**src/rtl/strided_interval_step_schedule_defines.svh**
```systemverilog
// Assertion macros shared by the schedule RTL.
`ifndef STRIDED_INTERVAL_STEP_SCHEDULE_DEFINES_SVH
`define STRIDED_INTERVAL_STEP_SCHEDULE_DEFINES_SVH

// Same-cycle implication, checked outside reset.
`define SIS_ASSERT_NOW(lbl, ante, cons, msg) \
  lbl: assert property (@(posedge clk) disable iff (!rst_n) (ante) |-> (cons)) \
    else $error(msg);

// Next-cycle implication, checked outside reset.
`define SIS_ASSERT_NEXT(lbl, ante, cons, msg) \
  lbl: assert property (@(posedge clk) disable iff (!rst_n) (ante) |=> (cons)) \
    else $error(msg);

`endif

```
**src/rtl/sis_pkg.sv**
```systemverilog
`default_nettype none
package sis_pkg;
  localparam int IDX_W = 3;
  localparam int CFG_W = 4;

  typedef logic [CFG_W-1:0] sis_cfg_t;

  localparam logic OP_LOAD  = 1'b0;
  localparam logic OP_QUERY = 1'b1;
endpackage
`default_nettype wire

```
**src/rtl/sis_rem.sv**
```systemverilog
`default_nettype none
// Bit-serial restoring remainder, one dividend bit per cycle.
// Divisor must be positive for a meaningful result.
module sis_rem #(
  parameter int W = 32
) (
  input  wire logic         clk,
  input  wire logic         rst_n,
  input  wire logic         start,
  input  wire logic [W-1:0] dividend,
  input  wire logic [W-1:0] divisor,
  output logic              done,
  output logic [W-1:0]      rem
);
  localparam int CW = $clog2(W + 1);

  logic [W-1:0]  dvd_r;
  logic [W-1:0]  rem_r;
  logic [CW-1:0] cnt_r;
  logic          run_r;
  logic          done_r;
  logic [W-1:0]  sh_c;
  logic [W-1:0]  rem_nxt;

  always_comb begin
    sh_c    = {rem_r[W-2:0], dvd_r[W-1]};
    rem_nxt = (sh_c >= divisor) ? sh_c - divisor : sh_c;
  end

  always_ff @(posedge clk) begin
    if (!rst_n) begin
      run_r  <= 1'b0;
      done_r <= 1'b0;
    end else begin
      done_r <= 1'b0;
      if (start) begin
        run_r <= 1'b1;
      end else if (run_r && cnt_r == CW'(1)) begin
        run_r  <= 1'b0;
        done_r <= 1'b1;
      end
    end
  end

  always_ff @(posedge clk) begin
    if (start) begin
      dvd_r <= dividend;
      rem_r <= '0;
      cnt_r <= CW'(W);
    end else if (run_r) begin
      dvd_r <= {dvd_r[W-2:0], 1'b0};
      rem_r <= rem_nxt;
      cnt_r <= cnt_r - CW'(1);
    end
  end

  assign done = done_r;
  assign rem  = rem_r;
endmodule
`default_nettype wire

```
**src/rtl/strided_interval_step_schedule.sv**
```systemverilog
// A load transaction goes from acceptance through ST_FIN to the output register.
// A query walks the active windows one at a time, each through ST_RD, ST_PRE,
// two bit-serial remainders in the shared divider and ST_ACC, then ST_FIN.
// One transaction at a time: in_stall is high until the sequencer is idle again.
// Reset (rst_n, synchronous): clears the sequencer, output valid, the
// window count register and the per-window live flags.
`default_nettype none
`include "strided_interval_step_schedule_defines.svh"
module strided_interval_step_schedule #(
  parameter int MAX_WINDOWS = 8,
  parameter int STEP_BITS   = 32
) (
  input  wire logic                           clk,
  input  wire logic                           rst_n,
  // input channel
  input  wire logic                           in_valid,
  output logic                                in_stall,
  input  wire logic                           in_operation,
  input  wire logic [sis_pkg::IDX_W-1:0]      in_window_index,
  input  wire logic signed [STEP_BITS-1:0]    in_window_start,
  input  wire logic signed [STEP_BITS-1:0]    in_window_stop,
  input  wire logic signed [STEP_BITS-1:0]    in_window_period,
  input  wire logic signed [STEP_BITS-1:0]    in_step,
  // result channel
  output logic                                out_valid,
  input  wire logic                           out_stall,
  output logic                                out_hit,
  output logic signed [STEP_BITS-1:0]         out_next_hit,
  output logic signed [STEP_BITS-1:0]         out_prior_hit,
  output logic signed [STEP_BITS-1:0]         out_prior_or_same,
  output logic signed [STEP_BITS-1:0]         out_local_gap,
  output logic                                out_any_live,
  // configuration: active window count
  input  wire logic                           cfg_wr_en,
  input  wire sis_pkg::sis_cfg_t              cfg_wr_data
);
  import sis_pkg::*;

  localparam int W  = STEP_BITS;
  localparam int AW = (MAX_WINDOWS > 1) ? $clog2(MAX_WINDOWS) : 1;
  localparam int CW = $clog2(MAX_WINDOWS + 1);
  localparam logic [W-1:0] MAXV = {1'b0, {(W-1){1'b1}}};
  localparam logic [W-1:0] MINV = {1'b1, {(W-1){1'b0}}};

  // sequencer states
  localparam logic [3:0] ST_IDLE = 4'd0;
  localparam logic [3:0] ST_RD   = 4'd1;  // table read in flight
  localparam logic [3:0] ST_PRE  = 4'd2;  // per-window setup
  localparam logic [3:0] ST_D1   = 4'd3;  // launch (n - s) mod p
  localparam logic [3:0] ST_W1   = 4'd4;
  localparam logic [3:0] ST_D2   = 4'd5;  // launch |m - s| mod p
  localparam logic [3:0] ST_W2   = 4'd6;
  localparam logic [3:0] ST_ACC  = 4'd7;  // merge window into running result
  localparam logic [3:0] ST_FIN  = 4'd8;  // hand result to output register

  logic [3:0]        state_r, state_nxt;
  sis_cfg_t          act_r;
  logic [MAX_WINDOWS-1:0] live_r;
  logic [CW-1:0]     wi_r;
  logic              op_r;
  logic [W-1:0]      n_r;

  // window table: {start, stop, period}
  logic [3*W-1:0]    mem [MAX_WINDOWS];
  logic [3*W-1:0]    rd_r;
  logic [W-1:0]      s_c, e_c, p_c;

  // per-window scratch
  logic [W-1:0]      d1_r, m_r, t2_r, qp_r, pvw_r;
  logic [W+1:0]      spw_r, nxw_r;
  logic              pos_r, nlts_r, nmin_r, ngte_r, mges_r, r1z_r;

  // running result
  logic              hit_r;
  logic [W-1:0]      nx_r, pv_r;

  // output register
  logic              out_valid_r, out_valid_nxt;
  logic              out_hit_r, out_live_r;
  logic [W-1:0]      out_nx_r, out_pv_r, out_pos_r, out_gap_r;

  logic [CW-1:0]     cnt_c;
  logic [MAX_WINDOWS-1:0] mask_c;
  logic              any_live_c;
  logic              in_acc, fin_fire, last_c;
  logic              div_start, div_done;
  logic [W-1:0]      div_dvd, div_rem;
  logic [W-1:0]      nm1_c, nxw_c, pvw_c, pos_c;
  logic              win_hit_c;
  logic              ld_ok_c;

  assign s_c = rd_r[3*W-1:2*W];
  assign e_c = rd_r[2*W-1:W];
  assign p_c = rd_r[W-1:0];

  // counts above the table depth act as the table depth
  assign cnt_c = (32'(act_r) > MAX_WINDOWS) ? CW'(MAX_WINDOWS) : CW'(act_r);

  always_comb begin
    for (int i = 0; i < MAX_WINDOWS; i++) begin
      mask_c[i] = CW'(i) < cnt_c;
    end
  end
  assign any_live_c = |(live_r & mask_c);

  assign in_stall = (state_r != ST_IDLE);
  assign in_acc   = in_valid && !in_stall;
  assign ld_ok_c  = 32'(in_window_index) < MAX_WINDOWS;
  assign fin_fire = (state_r == ST_FIN) && (!out_valid_r || !out_stall);
  assign last_c   = (wi_r + CW'(1)) == cnt_c;

  // shared bit-serial remainder unit
  assign div_start = (state_r == ST_D1) || (state_r == ST_D2);
  assign div_dvd   = (state_r == ST_D1) ? d1_r : t2_r;

  sis_rem #(.W(W)) u_rem (
    .clk      (clk),
    .rst_n    (rst_n),
    .start    (div_start),
    .dividend (div_dvd),
    .divisor  (p_c),
    .done     (div_done),
    .rem      (div_rem)
  );

  // sequencer
  always_comb begin
    state_nxt = state_r;
    case (state_r)
      ST_IDLE: begin
        if (in_acc) begin
          state_nxt = (in_operation == OP_QUERY && cnt_c != '0) ? ST_RD : ST_FIN;
        end
      end
      ST_RD:  state_nxt = ST_PRE;
      ST_PRE: state_nxt = ST_D1;
      ST_D1:  state_nxt = ST_W1;
      ST_W1:  if (div_done) state_nxt = ST_D2;
      ST_D2:  state_nxt = ST_W2;
      ST_W2:  if (div_done) state_nxt = ST_ACC;
      ST_ACC: state_nxt = last_c ? ST_FIN : ST_RD;
      ST_FIN: if (fin_fire) state_nxt = ST_IDLE;
      default: state_nxt = ST_IDLE;
    endcase
  end

  always_ff @(posedge clk) begin
    if (!rst_n) begin
      state_r <= ST_IDLE;
      act_r   <= '0;
      live_r  <= '0;
    end else begin
      state_r <= state_nxt;
      if (cfg_wr_en) begin
        act_r <= cfg_wr_data;
      end
      // live flag: positive period and stop >= start
      if (in_acc && in_operation == OP_LOAD && ld_ok_c) begin
        live_r[AW'(in_window_index)] <= !in_window_period[W-1] && (in_window_period != '0)
                                       && !(in_window_stop < in_window_start);
      end
    end
  end

  // table memory, registered read at the sequencer's window
  always_ff @(posedge clk) begin
    if (in_acc && in_operation == OP_LOAD && ld_ok_c) begin
      mem[AW'(in_window_index)] <= {in_window_start, in_window_stop, in_window_period};
    end
    rd_r <= mem[wi_r[AW-1:0]];
  end

  // per-window candidates
  assign nm1_c = n_r - W'(1);

  always_comb begin
    // next hit: s when n < s, else nxw_r = s + (d - d mod p) + p; MAXV for a bad period, past stop or above MAXV
    if (!pos_r) begin
      nxw_c = MAXV;
    end else if (nlts_r) begin
      nxw_c = ($signed(e_c) < $signed(s_c)) ? MAXV : s_c;
    end else if ($signed(nxw_r) > $signed({2'b00, MAXV})) begin
      nxw_c = MAXV;
    end else if ($signed(e_c) < $signed(nxw_r[W-1:0])) begin
      nxw_c = MAXV;
    end else begin
      nxw_c = nxw_r[W-1:0];
    end
    // prior hit, clamped to zero
    if (!pos_r || nlts_r || nmin_r || pvw_r[W-1]) begin
      pvw_c = '0;
    end else begin
      pvw_c = pvw_r;
    end
    win_hit_c = pos_r && !nlts_r && ngte_r && r1z_r;
  end

  always_ff @(posedge clk) begin
    case (state_r)
      ST_IDLE: begin
        if (in_acc) begin
          op_r  <= in_operation;
          n_r   <= in_step;
          wi_r  <= '0;
          hit_r <= 1'b0;
          nx_r  <= MAXV;
          pv_r  <= '0;
        end
      end
      ST_PRE: begin
        pos_r  <= !p_c[W-1] && (p_c != '0);
        nlts_r <= $signed(n_r) < $signed(s_c);
        nmin_r <= n_r == MINV;
        ngte_r <= !($signed(e_c) < $signed(n_r));
        d1_r   <= n_r - s_c;
        m_r    <= ($signed(e_c) < $signed(nm1_c)) ? e_c : nm1_c;
        spw_r  <= {{2{s_c[W-1]}}, s_c} + {2'b00, p_c};
      end
      ST_D1: begin
        mges_r <= !($signed(m_r) < $signed(s_c));
        t2_r   <= ($signed(m_r) < $signed(s_c)) ? s_c - m_r : m_r - s_c;
      end
      ST_W1: begin
        if (div_done) begin
          qp_r  <= d1_r - div_rem;
          r1z_r <= div_rem == '0;
        end
      end
      ST_D2: begin
        nxw_r <= spw_r + {2'b00, qp_r};
      end
      ST_W2: begin
        if (div_done) begin
          pvw_r <= mges_r ? m_r - div_rem : m_r + div_rem;
        end
      end
      ST_ACC: begin
        hit_r <= hit_r || win_hit_c;
        if ($signed(nxw_c) < $signed(nx_r)) nx_r <= nxw_c;
        if ($signed(pv_r) < $signed(pvw_c)) pv_r <= pvw_c;
        wi_r  <= wi_r + CW'(1);
      end
      default: begin
      end
    endcase
  end

  // output register; a finished transaction waits in ST_FIN if the slot is full and stalled
  assign pos_c = hit_r ? n_r : pv_r;
  assign out_valid_nxt = fin_fire || (out_valid_r && out_stall);

  always_ff @(posedge clk) begin
    if (!rst_n) begin
      out_valid_r <= 1'b0;
    end else begin
      out_valid_r <= out_valid_nxt;
    end
  end

  always_ff @(posedge clk) begin
    if (fin_fire) begin
      out_live_r <= any_live_c;
      if (op_r == OP_LOAD) begin
        out_hit_r <= 1'b0;
        out_nx_r  <= '0;
        out_pv_r  <= '0;
        out_pos_r <= '0;
        out_gap_r <= '0;
      end else begin
        out_hit_r <= hit_r;
        out_nx_r  <= nx_r;
        out_pv_r  <= pv_r;
        out_pos_r <= pos_c;
        out_gap_r <= nx_r - pos_c;
      end
    end
  end

  assign out_valid         = out_valid_r;
  assign out_hit           = out_hit_r;
  assign out_next_hit      = out_nx_r;
  assign out_prior_hit     = out_pv_r;
  assign out_prior_or_same = out_pos_r;
  assign out_local_gap     = out_gap_r;
  assign out_any_live      = out_live_r;

  // divider only finishes while the sequencer waits on it
  `SIS_ASSERT_NOW(a_div_done_wait, div_done, (state_r == ST_W1) || (state_r == ST_W2), "divider done outside wait state")
  // an accepted transaction always leaves idle
  `SIS_ASSERT_NEXT(a_acc_busy, in_acc, state_r != ST_IDLE, "accepted transaction did not start")
  // window walk stays inside the active count
  `SIS_ASSERT_NOW(a_wi_range, state_r == ST_ACC, wi_r < cnt_c, "window index past active count")
endmodule
`default_nettype wire

```
**config.mk**
```make
export PLATFORM = sky130hd
export DESIGN_NAME = strided_interval_step_schedule
export DESIGN_NICKNAME = d
export VERILOG_FILES = /design/src/rtl/sis_pkg.sv /design/src/rtl/sis_rem.sv /design/src/rtl/strided_interval_step_schedule.sv
export VERILOG_INCLUDE_DIRS = /design/src /design/src/rtl
export SDC_FILE = /design/constraint.sdc
export NUM_CORES = 2
export LEC_CHECK = 0
export BUFFER_PORTS_ARGS = -buffer_cell sky130_fd_sc_hd__buf_2
export CORE_MARGIN = 8
export CORE_UTILIZATION = 60
export CTS_CLUSTER_SIZE = 8
export DETAILED_ROUTE_END_ITERATION = 7
export PLACE_DENSITY = 0.85
export SETUP_SLACK_MARGIN = 0.4
export SLEW_MARGIN = 25
export SYNTH_ARGS = -nofsm -noshare
export SYNTH_HDL_FRONTEND = slang
export SYNTH_SLANG_ARGS = --single-unit
```
**constraint.sdc**
```tcl
create_clock -name clk -period 13.75 [get_ports clk]
set_clock_uncertainty 0.15 [all_clocks]
set_input_delay 0.6875 -clock clk [delete_from_list [all_inputs] [get_ports clk]]
set_output_delay 0.6875 -clock clk [all_outputs]
set_load 0.02 [all_outputs]
```
-- Word-level counts from Yosys, hierarchy flattened
Memory sizes are Yosys's and may differ from the RTL's. A register that Yosys moved wholly into a read port is not among the register bits.
Cells that the tools add are included.
- eq/ne operators: 17
- $add $sub $neg: 13
- multiplexer cells: 40
- bitwise operators: 3
- reductions and logical operators: 48
- magnitude comparators: 22
- operators with widths (operator ; count):
    two-way mux 32 bit ; 18
    less-than comparator 32 bit ; 9
    subtractor 32 bit ; 7
    one-hot mux 32 bit (2 select lines) ; 2
    nonzero test 32 bit ; 2
    one-hot mux 4 bit (9 select lines) ; 1
    adder 32 x 33 -> 34 bit ; 1
    adder 34 x 32 -> 34 bit ; 1
    > comparator 34 x 32 -> 1 bit (second input constant) ; 1
    adder 32 bit ; 1
    equality test 32 bit (second input constant) ; 1
    greater-or-equal comparator 32 bit ; 1
    zero test 32 bit ; 1
    two-way mux 4 bit ; 8
    subtractor 32 x 1 -> 32 bit (second input constant) ; 1
    equality test 4 x 3 -> 1 bit (second input constant) ; 4
    less-than comparator 3 x 4 -> 1 bit (first input constant) ; 4
    logical AND 1 bit ; 13
    zero test 1 bit ; 10
    bitwise AND 8 bit ; 1
    bitwise mux 8 bit ; 1
    equality test 4 x 2 -> 1 bit (second input constant) ; 2
    less-than comparator 1 x 4 -> 1 bit (first input constant) ; 2
    less-than comparator 2 x 4 -> 1 bit (first input constant) ; 2
    other kinds (25) ; 49
- memories: 1
- word-level logic and storage cells: 178
- bits of input ports: 141
- register bits after elaboration: 555
- memory bits (writable): 768
- memories (memory ; words ; bits a word ; read ports ; clocked after memory_dff ; write ports ; line ; source):
    mem ; 8 ; 96 ; 1 ; 1 ; 1 ; strided_interval_step_schedule.sv:64 ; logic [3*W-1:0] mem [MAX_WINDOWS];

-- Longest topological paths before layout
- word-level depth: 8
- gate-level depth with buffers: 24
- gate-level depth less buffers: 22

-- Modules after synthesis
Synthesis repeated with hierarchy kept, for this count alone.
- cells, all modules: 5517
- area total of the unflattened synthesis: 72320.6 um2
- modules (own cells, without submodules) (module ; seq. area each (um2) ; area each (um2) ; cells each ; times used):
    strided_interval_step_schedule ; 39317.7 ; 67204.5 ; 4934 ; 1
    sis_rem ; 1761.7 ; 5116.2 ; 583 ; 1

-- Worst setup path after synthesis
OpenSTA, ideal clock, no wires.
- path type: reg2reg
- from: register state_r[1]
- to: register live_r[3]
- library setup time: 0.423 ns
- data arrival time: 8.432 ns
- slack: 4.745 ns
- stages on the path, launching flop included: 8
- path buffers: 1
- cells stage by stage: dfxtp_1 > clkbuf_1 > nor2_1 > nand3_1 > nor2_1 > nand2_1 > nor3b_1 > mux2i_1
- cells in the longest elaborated chain, start to end: 4
- RTL lines (what ; line ; source):
    start, declared ; strided_interval_step_schedule.sv:56 ; logic [3:0] state_r, state_nxt;
    start signal, assigned ; strided_interval_step_schedule.sv:153 ; state_r <= state_nxt;
    nonzero test 4 bit ; strided_interval_step_schedule.sv:106 ; assign in_stall = (state_r != ST_IDLE);
    zero test 1 bit ; strided_interval_step_schedule.sv:107 ; assign in_acc = in_valid && !in_stall;
    logical AND 1 bit ; strided_interval_step_schedule.sv:107 ;
    logical AND 1 bit ; strided_interval_step_schedule.sv:158 ; if (in_acc && in_operation == OP_LOAD && ld_ok_c) begin
    end signal, assigned by index ; strided_interval_step_schedule.sv:159 ; live_r[AW'(in_window_index)] <= !in_window_period[W-1] && (in_window_period != '0)
    end, declared ; strided_interval_step_schedule.sv:58 ; logic [MAX_WINDOWS-1:0] live_r;
No other way between the ends.
A chain may end at the register's enable or synchronous reset.

-- Worst setup path in the final report
- from: register rd_r[65] (read register of mem)
- to: register nx_r[12] (enable)
- cells in the longest elaborated chain, start to end: 7
- RTL lines (what ; line ; source):
    start, declared ; strided_interval_step_schedule.sv:65 ; logic [3*W-1:0] rd_r;
    less-than comparator 32 bit ; strided_interval_step_schedule.sv:181 ; nxw_c = ($signed(e_c) < $signed(s_c)) ? MAXV : s_c;
    two-way mux 32 bit ; strided_interval_step_schedule.sv:181 ;
    two-way mux 32 bit ; strided_interval_step_schedule.sv:180 ; end else if (nlts_r) begin
    two-way mux 32 bit ; strided_interval_step_schedule.sv:178 ; if (!pos_r) begin
    via nxw_c[9] ; strided_interval_step_schedule.sv:88 ; logic [W-1:0] nm1_c, nxw_c, pvw_c, pos_c;
    less-than comparator 32 bit ; strided_interval_step_schedule.sv:239 ; if ($signed(nxw_c) < $signed(nx_r)) nx_r <= nxw_c;
    inequality test 2 bit (no line) ; - ;
    AND reduction 3 bit (no line) ; - ;
    end signal, assigned ; strided_interval_step_schedule.sv:239 ;
    end, declared ; strided_interval_step_schedule.sv:75 ; logic [W-1:0] nx_r, pv_r;
The timed path passes the listed nets, and every way through them passes these cells.

==> impl_metrics.csv <==
group,metric,value,unit
outcome,status,"completed",
cells_and_area,drive_above_1_share,14.55,%
sta,whs,0.03245,ns
global_route,grtUsageTotal,31.20,%
power,p_leak,30.87,nW
floorplan,coreArea,0.1195,mm2
power,internal_power,9.173,mW
global_route,grt_pass1_wl,308.5,mm
synthesis,synth_top_area_cell,"edfxtp_1",
place,placed_area,0.07530,mm2
place,port_buffers,272,
setup_path,worstPathMaxFanout,32,
sta,worst_pin_slew,1.082,ns
sta,rsz0062_at_grt,"no",
sta,setup_viol,0,
sta,fin_crit_sh,45.96,%
power,finalPower,13.50,mW
run,maxCapViolCount,0,
place,dp_hpwl,146.9,mm
drt,vias_per_cell,6.499,
place,place_congestion,0.9897,
drt,drtIter0Drc,6171,
power,power_frac_comb,27.0,%
clocking,cts_tree,"done",
clocking,cts-root-buf,"clkbuf_16",
global_route,gr-total-overflow,0,
cells_and_area,multi_input_area,0.02908,mm2
worst_hold_path,hold_class,"input pin to flop",
drt,post_drt_wl_per_cell,27.51,um
synthesis,async_flop_share,0,%
floorplan,num_rows,127,
setup_path,crit_type,"flop to flop",
sta,relSlewSlack,27.87,%
global_route,antenna_found_initial,30,
synthesis,yosysWarnings,0,
drt,dr.pass1.iters,6,
cells_and_area,synthToLayoutAreaGrowth,13.45,%
synthesis,mappedNetlistArea,0.07199,mm2
clocking,clockBufferDepth,3,
drt,wl,211.3,mm
floorplan,initial_core_util,60.25,%
clocking,htree_levels,4,
synthesis,synth.net_count,6167,
floorplan,die_area,0.1313,mm2
synthesis,synth.yosys.seq_area_share,57.06,%
synthesis,synth_area_leaders,"edfxtp_1 (53%), ha_1 (8.8%), mux4_2 (6.0%)",
setup_path,critPathCaptureType,"flop",
global_route,grt_pass1_vias,49500,
sta,clock.fmax,158.3,MHz
power,swShare,32.07,%
sta,timing_hold_violations_final,0,
setup_path,start_kind,"flop",
synthesis,syn-instance-count,5510,
power,power.density,165.3,mW/mm2
setup_path,required,14.02,ns
power,p_seq_share,39.6,%
floorplan,die_h,362.4,um
power,clock_power_share,33.5,%
synthesis,synth_area_per_cell,13.07,um2
drt,drc,0,
clocking,path_clk_slew,0.05,ns
place,dp_worst_setup_slack,7.424,ns
drt,ant_nets,0,
sta,tns,0,ns
drt,dr_total_vias,49910,
sta,layout_setup_ws,7.431,ns
cells_and_area,ff_latch_area,0.04108,mm2
global_route,grt_start_max_net_pins,114,
synthesis,synth-seq-cells,1419,
cells_and_area,nets,6576,
power,ir_drop,0.1231,mV
clocking,clk_latency,0.82,ns
clocking,cts_buffers,196,
setup_path,cp_data_arrival_time,6.59,ns
power,p_switching,4.331,mW
synthesis,synth_edf_count,1266,
floorplan,die_x,362.4,um
synthesis,synth_ff_type,"edfxtp_1",
sta,fin_crit,6.319,ns
floorplan,io_pins,273,
synthesis,synth_top_area_share,52.81,%
sta,slew_viol_final,0,
cells_and_area,fillers,7947,
clocking,clock-sinks,1419,
cells_and_area,stdcell_area,0.08167,mm2
synthesis,yosysUniqueCellTypes,86,
[registers in the layout, summed over array words and instances (netlist names), 34 cells and up]
name,cells
spw_r,34
rd_r,96
nxw_r,34
mem,768
[repair_timing]
item | CTS | global route
hold buffers | 60 | 0
hold endpoints to repair | 188 | 0
resized for setup | 0 | 0
buffers inserted | 0 | 0
[layout by cell type, fill, tap and decap left out, types with 152 or more instances in the layout]
| cell | count |
|---|---|
| buf_2 | 272 |
| clkbuf_16 | 196 |
| inv_1 | 344 |
| mux4_2 | 192 |
| nand2_1 | 241 |
| xnor2_1 | 212 |
| edfxtp_1 | 1266 |
| ha_1 | 507 |
| a21oi_1 | 351 |
| o21ai_0 | 230 |
| nor2_1 | 407 |
| dfxtp_1 | 152 |
| a21o_1 | 172 |
[final cells by class]
type / instances / share of cell area, %
Clock buffer: 316 / 6.557
Tap cell: 1612 / 2.470
Inverter: 348 / 1.606
Multi-Input combinational cell: 3569 / 35.61
Clock inverter: 18 / 0.4305
Antenna cell: 13 / 0.03983
Timing Repair Buffer: 385 / 2.987
Sequential cell: 1419 / 50.30
[synth_stat cells, drive strengths merged (22+ instances only)]
cell type	n
xnor2	212
nor2	414
ha	507
nand3	60
or3	22
mux4	192
nand2	242
nand2b	54
a31oi	41
dfxtp	153
buf	37
o21ai	236
o211ai	25
mux2	101
clkbuf	137
o21bai	32
mux2i	111
o21a	53
a21oi	353
a21o	172
nor4	37
nand4	60
and3	32
nor3	67
nor2b	65
inv	347
and2	53
o22a	63
edfxtp	1266
a211oi	45
xor2	70
[cells by family (layout without fill, tap and decap cells)]
group                    Yosys count  count (layout)  share of synthesized area, %
flip-flops                      1419            1419                         57.06
multiplexers                     404             404                         9.130
adder cells (fa/ha/maj)          516             516                         9.062
XOR/XNOR                         282             282                         3.431
other                              2              15                       0.01043
AND/OR/NAND/NOR                 1165            1165                         7.748
AO/OA/AOI/OAI                   1200            1200                         10.83
buffers and inverters            522            1067                         2.729
[per-layer routing]
metal / up-vias / wire (um) / track usage [%]
li1: 21790 / - / -
met1: 24540 / 81790 / 41.64
met2: 3047 / 96450 / 49.22
met3: 526 / 23280 / 7.068
met4: 8 / 9721 / 13.79
met5: - / 54 / 0
[critical path: stages (launching register included)]
cell       delay, ns
dfxtp_1         0.52
inv_1           0.25
ha_1            0.33
a21o_1          0.16
a211oi_1        0.22
or3_1           0.20
a31oi_1         0.23
o31ai_1         0.40
mux2_2          0.39
nand3_1         0.09
buf_4           0.35
o22a_1          0.21
ha_1            0.24
a21o_1          0.17
a21o_1          0.17
a21oi_1         0.17
o21ai_0         0.13
a21o_1          0.19
a21oi_1         0.27
a2111oi_0       0.20
nor4b_1         0.28
o31ai_1         0.14
o21ai_2         0.08
buf_4           0.41
[power groups by stage]
stage,combinational (mW),clock (mW),sequential (mW)
detailed placement,3.50,0,5.41
finish,3.64,4.52,5.34
CTS,3.56,4.54,5.33
floorplan,2.54,0,5.36
global placement,3.41,0,5.40
global route,3.94,4.73,5.36
[metrics by stage]
step | std cells | utilization, %
after floorplan | 5510 | -
after global placement | 7268 | 62.95
after detailed placement | 7272 | 63.01
after CTS | 7666 | 68.29
after global routing | 7672 | 68.33
final | 7680 | 68.35
[final timing paths]
kind	from	end	slack [ns]	depth (start not counted)
max reg2reg	rd_r[65]	nx_r[12]	7.43	23
min	in_window_start[28]	mem[2][92]	0.03	1
max	rd_r[65]	nx_r[12]	7.43	23
min reg2reg	u_rem.cnt_r[1]	u_rem.cnt_r[1]	0.36	2
Note: power is estimated with default switching activity, not from simulation.
